## src/rtl/core/crc8rf_pkg.sv

```systemverilog
`timescale 1ns / 1ps
`default_nettype none

package crc8rf_pkg;

   // Frame geometry
   localparam int unsigned FrameLen = 4;

   // Register indexes on the csr port
   localparam logic [7:0] CSR_HEADER_BYTE = 8'd0;
   localparam logic [7:0] CSR_CRC_POLY    = 8'd1;
   localparam logic [7:0] CSR_RANGE_MIN   = 8'd2;
   localparam logic [7:0] CSR_RANGE_MAX   = 8'd3;

   // Register reset values
   localparam logic [7:0]  HEADER_RESET    = 8'h54;
   localparam logic [7:0]  POLY_RESET      = 8'h07;
   localparam logic [14:0] RANGE_MIN_RESET = 15'd200;
   localparam logic [14:0] RANGE_MAX_RESET = 15'd14000;

   // Result status codes
   localparam logic [2:0] STATUS_OK       = 3'd0;
   localparam logic [2:0] STATUS_LIMIT    = 3'd1;
   localparam logic [2:0] STATUS_CRC      = 3'd2;
   localparam logic [2:0] STATUS_EARLY    = 3'd3;
   localparam logic [2:0] STATUS_OVERFLOW = 3'd4;

   typedef logic [3:0][7:0] frame_type;

   typedef struct packed {
      logic [7:0]  header_byte;
      logic [7:0]  crc_polynomial;
      logic [14:0] range_min;
      logic [14:0] range_max;
   } cfg_type;

   typedef struct packed {
      logic [7:0] value;
      logic       ready;
   } crc_status_type;

   typedef struct packed {
      logic [2:0]  status;
      logic [15:0] range_mm;
   } rsp_item_type;

   // One byte of MSB-first CRC-8, init and final XOR handled by the caller
   function automatic logic [7:0] crc8_update(input logic [7:0] crc,
                                              input logic [7:0] data,
                                              input logic [7:0] poly);
      logic [7:0] c;
      c = crc ^ data;
      for (int k = 0; k < 8; k++) begin
         c = c[7] ? ({c[6:0], 1'b0} ^ poly) : {c[6:0], 1'b0};
      end
      return c;
   endfunction

endpackage

`default_nettype wire

```

## src/rtl/core/crc8rf_csr.sv

```systemverilog
`timescale 1ns / 1ps
`default_nettype none

module crc8rf_csr
   import crc8rf_pkg::*;
(
   input  wire logic        clock,
   input  wire logic        reset,
   input  wire logic        csr_valid,
   output logic             csr_ready,
   input  wire logic [7:0]  csr_index,
   input  wire logic [15:0] csr_data,
   output cfg_type          cfg,
   output logic             poly_wr
);

   cfg_type cfg_ff, cfg_in;
   logic    wr;

   assign csr_ready = 1'b1;
   assign wr        = csr_valid && csr_ready;
   assign poly_wr   = wr && (csr_index == CSR_CRC_POLY);

   // Register decode, low bits kept, unknown indexes ignored
   always_comb begin
      cfg_in = cfg_ff;
      if (wr) begin
         unique case (csr_index)
            CSR_HEADER_BYTE: cfg_in.header_byte    = csr_data[7:0];
            CSR_CRC_POLY:    cfg_in.crc_polynomial = csr_data[7:0];
            CSR_RANGE_MIN:   cfg_in.range_min      = csr_data[14:0];
            CSR_RANGE_MAX:   cfg_in.range_max      = csr_data[14:0];
            default:         cfg_in = cfg_ff;
         endcase
      end
   end

   always_ff @(posedge clock) begin
      if (reset) begin
         cfg_ff.header_byte    <= HEADER_RESET;
         cfg_ff.crc_polynomial <= POLY_RESET;
         cfg_ff.range_min      <= RANGE_MIN_RESET;
         cfg_ff.range_max      <= RANGE_MAX_RESET;
      end else begin
         cfg_ff <= cfg_in;
      end
   end

   assign cfg = cfg_ff;

endmodule

`default_nettype wire

```

## src/rtl/core/crc8rf_crc.sv

```systemverilog
`timescale 1ns / 1ps
`default_nettype none

// Running CRC over the stored frame bytes. It absorbs one stored byte per
// cycle and trails the frame store by at most one byte in steady streaming.
module crc8rf_crc
   import crc8rf_pkg::*;
(
   input  wire logic       clock,
   input  wire logic       reset,
   input  wire logic       clear,
   input  wire logic [7:0] poly,
   input  wire logic [2:0] fill_count,
   input  wire frame_type  frame_bytes,
   output crc_status_type  crc
);

   logic [7:0] crc_ff, crc_in;
   logic [1:0] done_ff, done_in;
   logic       absorb;

   // Bytes 0..2 are covered; absorb the next one once it is stored
   assign absorb = (done_ff != 2'd3) && ({1'b0, done_ff} < fill_count);

   always_comb begin
      crc_in  = crc_ff;
      done_in = done_ff;
      if (clear) begin
         crc_in  = 8'h00;
         done_in = 2'd0;
      end else if (absorb) begin
         crc_in  = crc8_update(crc_ff, frame_bytes[done_ff], poly);
         done_in = done_ff + 2'd1;
      end
   end

   always_ff @(posedge clock) begin
      if (reset) begin
         crc_ff  <= 8'h00;
         done_ff <= 2'd0;
      end else begin
         crc_ff  <= crc_in;
         done_ff <= done_in;
      end
   end

   assign crc.value = crc_ff;
   assign crc.ready = (done_ff == 2'd3);

endmodule

`default_nettype wire

```

## src/rtl/core/crc8rf_rsp_queue.sv

```systemverilog
`timescale 1ns / 1ps
`default_nettype none

// Two-entry result queue: output register plus one skid slot
module crc8rf_rsp_queue
   import crc8rf_pkg::*;
(
   input  wire logic  clock,
   input  wire logic  reset,
   input  wire logic  push,
   input  wire rsp_item_type item,
   output logic       full,
   output logic       rsp_valid,
   input  wire logic  rsp_stall,
   output rsp_item_type head
);

   rsp_item_type slot0_ff, slot0_in;
   rsp_item_type slot1_ff, slot1_in;
   logic [1:0]   count_ff, count_in;
   logic         pop;

   assign rsp_valid = (count_ff != 2'd0);
   assign full      = (count_ff == 2'd2);
   assign pop       = rsp_valid && !rsp_stall;

   // Slot movement; push never comes while full
   always_comb begin
      slot0_in = slot0_ff;
      slot1_in = slot1_ff;
      if (pop) begin
         if (count_ff == 2'd2) begin
            slot0_in = slot1_ff;
         end else if (push) begin
            slot0_in = item;
         end
      end else if (push) begin
         if (count_ff == 2'd0) begin
            slot0_in = item;
         end else begin
            slot1_in = item;
         end
      end
      count_in = count_ff + {1'b0, push} - {1'b0, pop};
   end

   always_ff @(posedge clock) begin
      if (reset) begin
         count_ff <= 2'd0;
      end else begin
         count_ff <= count_in;
      end
   end

   always_ff @(posedge clock) begin
      slot0_ff <= slot0_in;
      slot1_ff <= slot1_in;
   end

   assign head = slot0_ff;

endmodule

`default_nettype wire

```

## src/rtl/core/crc8_range_frame_parser.sv

```systemverilog
`timescale 1ns / 1ps
`default_nettype none

// Channel  Direction  Handshake          Payload
// req      in         req_valid/stall    req_byte_in[7:0]
// rsp      out        rsp_valid/stall    rsp_status[2:0], rsp_range_mm[15:0] signed
// csr      in         csr_valid/ready    csr_index[7:0], csr_data[15:0]
//
// One byte per cycle while req_stall is low; a result is queued when its closing
// byte is accepted. The CRC is built one stored byte per cycle by a running CRC
// register. After a polynomial write it restarts over the held bytes, so a
// closing header may be stalled until bytes 0..2 are covered again. Synchronous
// reset, no clearing pass. req_stall also rises while both result slots are full.
module crc8_range_frame_parser
   import crc8rf_pkg::*;
(
   input  wire logic        clock,
   input  wire logic        reset,
   input  wire logic        req_valid,
   output logic             req_stall,
   input  wire logic [7:0]  req_byte_in,
   output logic             rsp_valid,
   input  wire logic        rsp_stall,
   output logic [2:0]       rsp_status,
   output logic signed [15:0] rsp_range_mm,
   input  wire logic        csr_valid,
   output logic             csr_ready,
   input  wire logic [7:0]  csr_index,
   input  wire logic [15:0] csr_data
);

   cfg_type        cfg;
   logic           poly_wr;
   crc_status_type crc;
   rsp_item_type   item;
   rsp_item_type   head;
   logic           q_full;

   frame_type  frame_ff, frame_in;
   logic [2:0] fill_ff, fill_in;
   logic       accept;
   logic       is_header;
   logic       frame_full;
   logic       push;
   logic       crc_wait;
   logic [15:0] range_w;
   logic       in_limits;

   crc8rf_csr u_csr (
      .clock     (clock),
      .reset     (reset),
      .csr_valid (csr_valid),
      .csr_ready (csr_ready),
      .csr_index (csr_index),
      .csr_data  (csr_data),
      .cfg       (cfg),
      .poly_wr   (poly_wr)
   );

   crc8rf_crc u_crc (
      .clock       (clock),
      .reset       (reset),
      .clear       (push || poly_wr),
      .poly        (cfg.crc_polynomial),
      .fill_count  (fill_ff),
      .frame_bytes (frame_ff),
      .crc         (crc)
   );

   // Input handshake
   assign frame_full = (fill_ff == 3'(FrameLen));
   assign crc_wait   = frame_full && !crc.ready;
   assign req_stall  = crc_wait || q_full;
   assign accept     = req_valid && !req_stall;
   assign is_header  = (req_byte_in == cfg.header_byte);
   assign push       = accept && (is_header || frame_full);

   // Range check, limits are exclusive
   assign range_w   = {frame_ff[1], frame_ff[2]};
   assign in_limits = ($signed(range_w) < $signed({1'b0, cfg.range_max})) &&
                      ($signed(range_w) > $signed({1'b0, cfg.range_min}));

   // Result decision
   always_comb begin
      item.range_mm = 16'h0000;
      if (!is_header) begin
         item.status = STATUS_OVERFLOW;
      end else if (!frame_full) begin
         item.status = STATUS_EARLY;
      end else if (crc.value != frame_ff[3]) begin
         item.status = STATUS_CRC;
      end else begin
         item.status   = in_limits ? STATUS_OK : STATUS_LIMIT;
         item.range_mm = range_w;
      end
   end

   // Frame store and fill count
   always_comb begin
      frame_in = frame_ff;
      fill_in  = fill_ff;
      if (push) begin
         frame_in    = '0;
         frame_in[0] = cfg.header_byte;
         fill_in     = 3'd1;
      end else if (accept) begin
         frame_in[fill_ff[1:0]] = req_byte_in;
         fill_in                = fill_ff + 3'd1;
      end
   end

   always_ff @(posedge clock) begin
      if (reset) begin
         frame_ff <= '0;
         fill_ff  <= 3'd0;
      end else begin
         frame_ff <= frame_in;
         fill_ff  <= fill_in;
      end
   end

   crc8rf_rsp_queue u_rsp_queue (
      .clock     (clock),
      .reset     (reset),
      .push      (push),
      .item      (item),
      .full      (q_full),
      .rsp_valid (rsp_valid),
      .rsp_stall (rsp_stall),
      .head      (head)
   );

   assign rsp_status   = head.status;
   assign rsp_range_mm = head.range_mm;

endmodule

`default_nettype wire

```

## config.mk

```make
export PLATFORM = sky130hd
export DESIGN_NAME = crc8_range_frame_parser
export DESIGN_NICKNAME = d
export VERILOG_FILES = /design/src/rtl/core/crc8rf_pkg.sv /design/src/rtl/core/crc8rf_csr.sv /design/src/rtl/core/crc8rf_crc.sv /design/src/rtl/core/crc8rf_rsp_queue.sv /design/src/rtl/core/crc8_range_frame_parser.sv
export SDC_FILE = /design/constraint.sdc
export NUM_CORES = 1
export LEC_CHECK = 0
export BUFFER_PORTS_ARGS = -buffer_cell sky130_fd_sc_hd__buf_2
export CAP_MARGIN = 20
export CELL_PAD_IN_SITES_DETAIL_PLACEMENT = 1
export CELL_PAD_IN_SITES_GLOBAL_PLACEMENT = 1
export CORE_MARGIN = 3
export CORE_UTILIZATION = 50
export CTS_CLUSTER_SIZE = 28
export DETAILED_ROUTE_END_ITERATION = 7
export MAX_ROUTING_LAYER = met4
export PLACE_DENSITY_LB_ADDON = 0.1
export RECOVER_POWER = 100
export SETUP_SLACK_MARGIN = 0.15
export SLEW_MARGIN = 20
export SYNTH_ARGS = -nofsm -noshare
export SYNTH_HDL_FRONTEND = slang
export SYNTH_SLANG_ARGS = --single-unit
```

## constraint.sdc

```tcl
create_clock -name clock -period 6.9 [get_ports clock]
set_clock_uncertainty 0.15 [all_clocks]
set_input_delay 0.345 -clock clock [delete_from_list [all_inputs] [get_ports clock]]
set_output_delay 0.345 -clock clock [all_outputs]
set_load 0.01 [all_outputs]
```

## Word level (Yosys, flattened, before mapping)

Cells that the tools add are included.

| word-level totals | value |
|---|---|
| bits in latches | 0 |
| bits in read-only memories | 0 |
| memories kept | 0 |
| logic and storage cells | 105 |
| memory bits (writable) | 0 |
| register bits after elaboration | 131 |

| cells by class | value |
|---|---|
| reduce and logical (&&, ||, !) cells | 29 |
| add/subtract/negate cells | 4 |
| divide/modulo/power cells | 0 |
| shifts and indexed selects | 0 |
| eq/ne operators | 9 |
| bitwise gates (word level) | 11 |
| multiplexer cells | 29 |
| $lt $le $gt $ge | 6 |
| multipliers | 0 |

Operators with widths:

| operator | count |
|---|---|
| 8-bit two-way mux | 12 |
| 19-bit two-way mux | 5 |
| 8-bit bitwise XOR | 9 |
| 16-bit two-way mux | 3 |
| 32-bit bitwise mux | 1 |
| 8-bit binary-select mux with 2-bit select | 1 |
| 8-bit demux with 2-bit select | 1 |
| 8-bit by 2-bit == test with 1-bit output, second input constant | 2 |
| 16-bit greater-than comparator | 1 |
| 16-bit < comparator | 1 |
| 2-bit nonzero test | 5 |
| 8-bit by 1-bit == test with 1-bit output, second input constant | 1 |
| 8-bit == test | 1 |
| 1-bit logical AND | 8 |
| 8-bit logical NOT | 1 |
| 8-bit inequality test | 1 |
| 2-bit AND reduction | 4 |
| 2-bit by 3-bit < comparator with 1-bit output, second input constant | 2 |
| 3-bit AND reduction | 2 |
| 2-bit == test, second input constant | 2 |
| 2-bit two-way mux | 2 |
| 2-bit OR reduction | 2 |
| 3-bit by 1-bit adder with 3-bit output, second input constant | 1 |
| 3-bit == test, second input constant | 1 |
| other kinds (12) | 19 |

## Logic depth before layout (Yosys ltp)

| depth | value |
|---|---|
| word-level depth | 19 |
| gate-level depth with buffers | 17 |

## By module

From an unflattened synthesis, not the netlist that was laid out.

| second synthesis, totals | value |
|---|---|
| cell total of the unflattened synthesis | 897 |
| area total of the unflattened synthesis | 8536.9 um2 |

By module, submodules not included:

| module | cells an instance | area an instance (um2) | times used | seq. area each (um2) |
|---|---|---|---|---|
| crc8_range_frame_parser | 331 | 2658.8 | 1 | 700.7 |
| crc8rf_crc | 299 | 2344.7 | 1 | 200.2 |
| crc8rf_csr | 190 | 1944.4 | 1 | 920.9 |
| crc8rf_rsp_queue | 77 | 1589.0 | 1 | 1181.1 |

## Worst setup path after synthesis

No wires, ideal clock.

| path | value |
|---|---|
| path type | flip-flop to flip-flop |
| start | register u_crc.done_ff[0] |
| end | register u_crc.crc_ff[5] |
| arrival time | 4.325 ns |
| data required time | 6.664 ns |
| clock period less this slack | 4.560 ns |
| stages on the path, launching flop included | 15 |
| path slack | 2.340 ns |
| library setup time | 0.086 ns |
| path buffers | 1 |
| cell sequence | dfxtp_1 -> buf_6 -> mux2i_2 -> mux2i_2 -> nand3_1 -> xnor2_1 -> o32ai_1 -> a211oi_4 -> or4_4 -> a31o_1 -> a2111o_1 -> a21o_1 -> nand3_1 -> xor3_1 -> a211oi_1 |

| on the way | value |
|---|---|
| cells in the longest elaborated chain, start to end | 18 |

RTL lines:

| item | RTL line | RTL |
|---|---|---|
| from (decl) | crc8rf_crc.sv:19 | `logic [1:0] done_ff, done_in;` |
| from (signal assigned) | crc8rf_crc.sv:43 | `done_ff <= done_in;` |
| 8-bit binary-select mux with 2-bit select | crc8rf_crc.sv:32 | `crc_in = crc8_update(crc_ff, frame_bytes[done_ff], poly);` |
| 8-bit two-way mux (implied by the code) | crc8rf_crc.sv:32 |  |
| 8-bit bitwise XOR | crc8rf_pkg.sv:52 | `c = crc ^ data;` |
| 8-bit bitwise XOR | crc8rf_pkg.sv:54 | `c = c[7] ? ({c[6:0], 1'b0} ^ poly) : {c[6:0], 1'b0};` |
| 8-bit two-way mux | crc8rf_pkg.sv:54 |  |
| 8-bit bitwise XOR | crc8rf_pkg.sv:54 |  |
| 8-bit two-way mux | crc8rf_pkg.sv:54 |  |
| 8-bit two-way mux or 8-bit bitwise XOR (tied branches) | crc8rf_pkg.sv:54 |  |
| (+2 left out) | n/a |  |
| 8-bit bitwise XOR or 8-bit two-way mux (tied branches) | crc8rf_pkg.sv:54 |  |
| 8-bit two-way mux or 8-bit bitwise XOR (tied branches) | crc8rf_pkg.sv:54 |  |
| 8-bit bitwise XOR or 8-bit two-way mux (tied branches) | crc8rf_pkg.sv:54 |  |
| 8-bit two-way mux or 8-bit bitwise XOR (tied branches) | crc8rf_pkg.sv:54 |  |
| 8-bit bitwise XOR or 8-bit two-way mux (tied branches) | crc8rf_pkg.sv:54 |  |
| 8-bit two-way mux or 8-bit bitwise XOR (tied branches) | crc8rf_pkg.sv:54 |  |
| 8-bit bitwise XOR or 8-bit two-way mux (tied branches) | crc8rf_pkg.sv:54 |  |
| 8-bit two-way mux | crc8rf_pkg.sv:54 |  |
| to (signal assigned) | crc8rf_crc.sv:42 | `crc_ff <= crc_in;` |
| to (decl) | crc8rf_crc.sv:18 | `logic [7:0] crc_ff, crc_in;` |

Several ways; a longest one is shown, not always the timed one. The select of a mux whose other input is x is not followed.
A chain may end at the register's enable or synchronous reset.

## Worst setup path in the final report

Same ends and word-level chain as after synthesis.

==> impl_metrics.toml <==
[setup_path]
worst-setup-path-type = "reg -> reg"
reg2regPathDepth = 12
critPathLaunchType = "register"
worstPathRequired_ps = 7090
crit_start = "u_crc.done_ff[0]$_SDFFE_PP0P_"
cp.arrival_ps = 6140
crit_path_end_kind = "register"
critical_path.max_fanout = 12
rr_startpoint = "u_crc.done_ff[0]$_SDFFE_PP0P_"

[placed_design]
globalplace.congestion = 0.871
dp_hpwl_um = 17400
io_buffers = 56

[synthesis]
synthDistinctLibCells = 79
async_reset_ff_frac = 0
syn_area_per_cell_um2 = 9.03
synthCells = 895
syn_area_um2 = 8080
synth_most_common_cell = "nand2_1"
syn_nets = 969
ys_seq_elements = 131
synth_common_cells = "nand2_1 (109), dfxtp_1 (93), nor2_1 (75)"
synth_top_area_frac = 0.230
ys_seq_area_frac = 0.372
synth_flop_cell = "dfxtp_1"
synth_area_leaders = "dfxtp_1 (23%), edfxtp_1 (14%), ha_1 (5.7%)"
synth_top_cell_by_area = "dfxtp_1"
synth_edf_count = 38
ys_warn_count = 0

[clock_tree]
clock_sinks = 131
cts_buffer_depth = 2
post_cts_buffers = 0
cts_buffers = 17
path_clk_slew_ps = 60
root_buffer = "clkbuf_16"
insertion_delay_ps = 420
cts_tree = "done"
htree_num_levels = 4
cts_resized = 0

[timing]
setup_viol = 0
fmax_mhz = 168
setup_tns_ps = 0
finalCritPeriodShare = 0.863
whs_ps = 11.7
drv_slew = 32
min_period_ps = 5950
max-slew-margin-rel = -0.208
rsz0062_at_grt = "false"
tightest_slew_ps = 1810
hold_viol = 0

[power]
power_uw = 3250
leakagePower_uw = 0.00370
irDropWorstVdd_mv = 0.199
power_density_nw_per_um2 = 361

[layout]
antennaDiodeCount = 0
fin_nets = 1001
syn_to_final_growth_pct = 11.4
drive_gt1_frac = 0.129

[global_routing]
top_usage_layer = "met2"
met2_usage = 0.491
grt_remaining_overflow = 0
met3_usage = 0.0476
grt_pass1_wl_um = 38600
antenna_found_initial = 0
grt_max_degree = 59
grtUsageMet1 = 0.331
first_global_vias = 7207
grt_usage = 0.280

[drt]
drc = 0
first_iter_violations = 377
first_pass_iters = 5
wl_per_cell_um = 20.9
drt-total-wl_um = 24100
viasPerCell = 6.06
postRouteAntennaNets = 0
num_vias = 6973

[floorplan]
coreArea_um2 = 15500
die_h_um = 133
start_util = 0.522
die_area_um2 = 17700
io_pins = 59
fp-row-count = 45
die_w_um = 133

[hold_path]
hold_path_depth = 3
hold_path_class = "in -> reg"
min_from = "csr_data[12]"

[job]
max-cap-violations = 2

[outcome]
violations = "max-capacitance violations, max-slew violations"
status = "finished, violations left"
final timing paths:
path              slack, ps                            to
setup reg to reg        950  u_crc.crc_ff[5]$_SDFFE_PP0P_
hold reg to reg         310     u_csr.cfg[6]$_SDFFE_PP0P_
setup / recovery        950  u_crc.crc_ff[5]$_SDFFE_PP0P_
hold / removal           10    u_csr.cfg[12]$_SDFFE_PP1P_
cell type report:
type,count,area [um^2]
Clock buffer,17,425
Clock inverter,15,146
Fill cell,1804,6480
Inverter,48,180
Multi-Input combinational cell,666,4680
Sequential cell,131,3000
Tap cell,211,264
Timing Repair Buffer,63,302
layout by cell type (no fill, tap or decap), types with 4 or more instances in the layout:
cell type    n
a2111oi_0    5
a211o_1     14
a211oi_1    13
a21o_1      13
a21oi_1     60
a31oi_1      4
and2_0      17
and3_1       7
buf_2       35
buf_4        4
clkbuf_1    23
clkbuf_16   17
dfxtp_1     93
edfxtp_1    38
ha_1        37
inv_1       46
inv_6        6
mux2_2      22
mux2i_1     26
mux4_1       4
nand2_1    109
nand2b_1     5
nand3_1     51
nand3b_1    13
nand4_1     13
nor2_1      75
nor2b_1     12
nor3_1       8
nor4_1       7
o2111ai_1    4
o21a_1       8
o21ai_0     14
o31ai_1      4
o32ai_1      4
or2_2        4
xnor2_1     33
xnor3_1      5
xor2_1      17
worst max-delay path, cell delays in order, from the launching register on:
cell       delay [ps]
dfxtp_1           830
mux2i_1           660
mux2i_1           790
nand4_1           330
a2111oi_0         860
a32oi_1           130
o221ai_1          270
nand4_1           330
a2111o_1          470
a21o_1            270
nand3_1           120
xor3_1            430
a211oi_1          230
registers in the layout (all words and copies together) (netlist names):
register / cells
u_csr.cfg: 46
frame_ff: 32
u_rsp_queue.head: 19
u_rsp_queue.slot1_ff: 19
u_crc.crc_ff: 8
fill_ff: 3
u_crc.done_ff: 2
u_rsp_queue.count_ff: 2
kinds of logic after synthesis:
logic type               share of synthesized area
multiplexers                                0.0945
AO/OA/AOI/OAI                                0.147
adder cells (fa/ha/maj)                     0.0573
other                                     0.000464
XOR/XNOR                                    0.0771
buffers and inverters                       0.0480
flip-flops                                   0.372
AND/OR/NAND/NOR                              0.204
power breakdown:
part | switching, uW | internal (uW)
clock network | 377 | 506
registers | 97.5 | 858
logic | 801 | 614
total | 1280 | 1980
routing by layer:
layer	routed length (um)	up-vias
li1	-	3259
met1	9960	3496
met2	12500	178
met3	986	40
met4	601	0
met5	0	-
timing repair:
item / CTS / global route
hold endpoints to repair: 1 / 0
endpoints found under the setup margin: 0 / 0
hold buffers: 1 / 0
through the flow:
step,util,cells,area (um^2),setup slack (ps)
5_1_grt,0.581,1151,9000,577
6_report,0.581,1151,9000,946
2_1_floorplan,-,895,8080,2340
3_5_place_dp,0.547,1117,8460,1390
3_3_place_gp,0.547,1117,8460,1590
4_1_cts,0.584,1150,9040,1370
(Power assumes the default switching activity.)
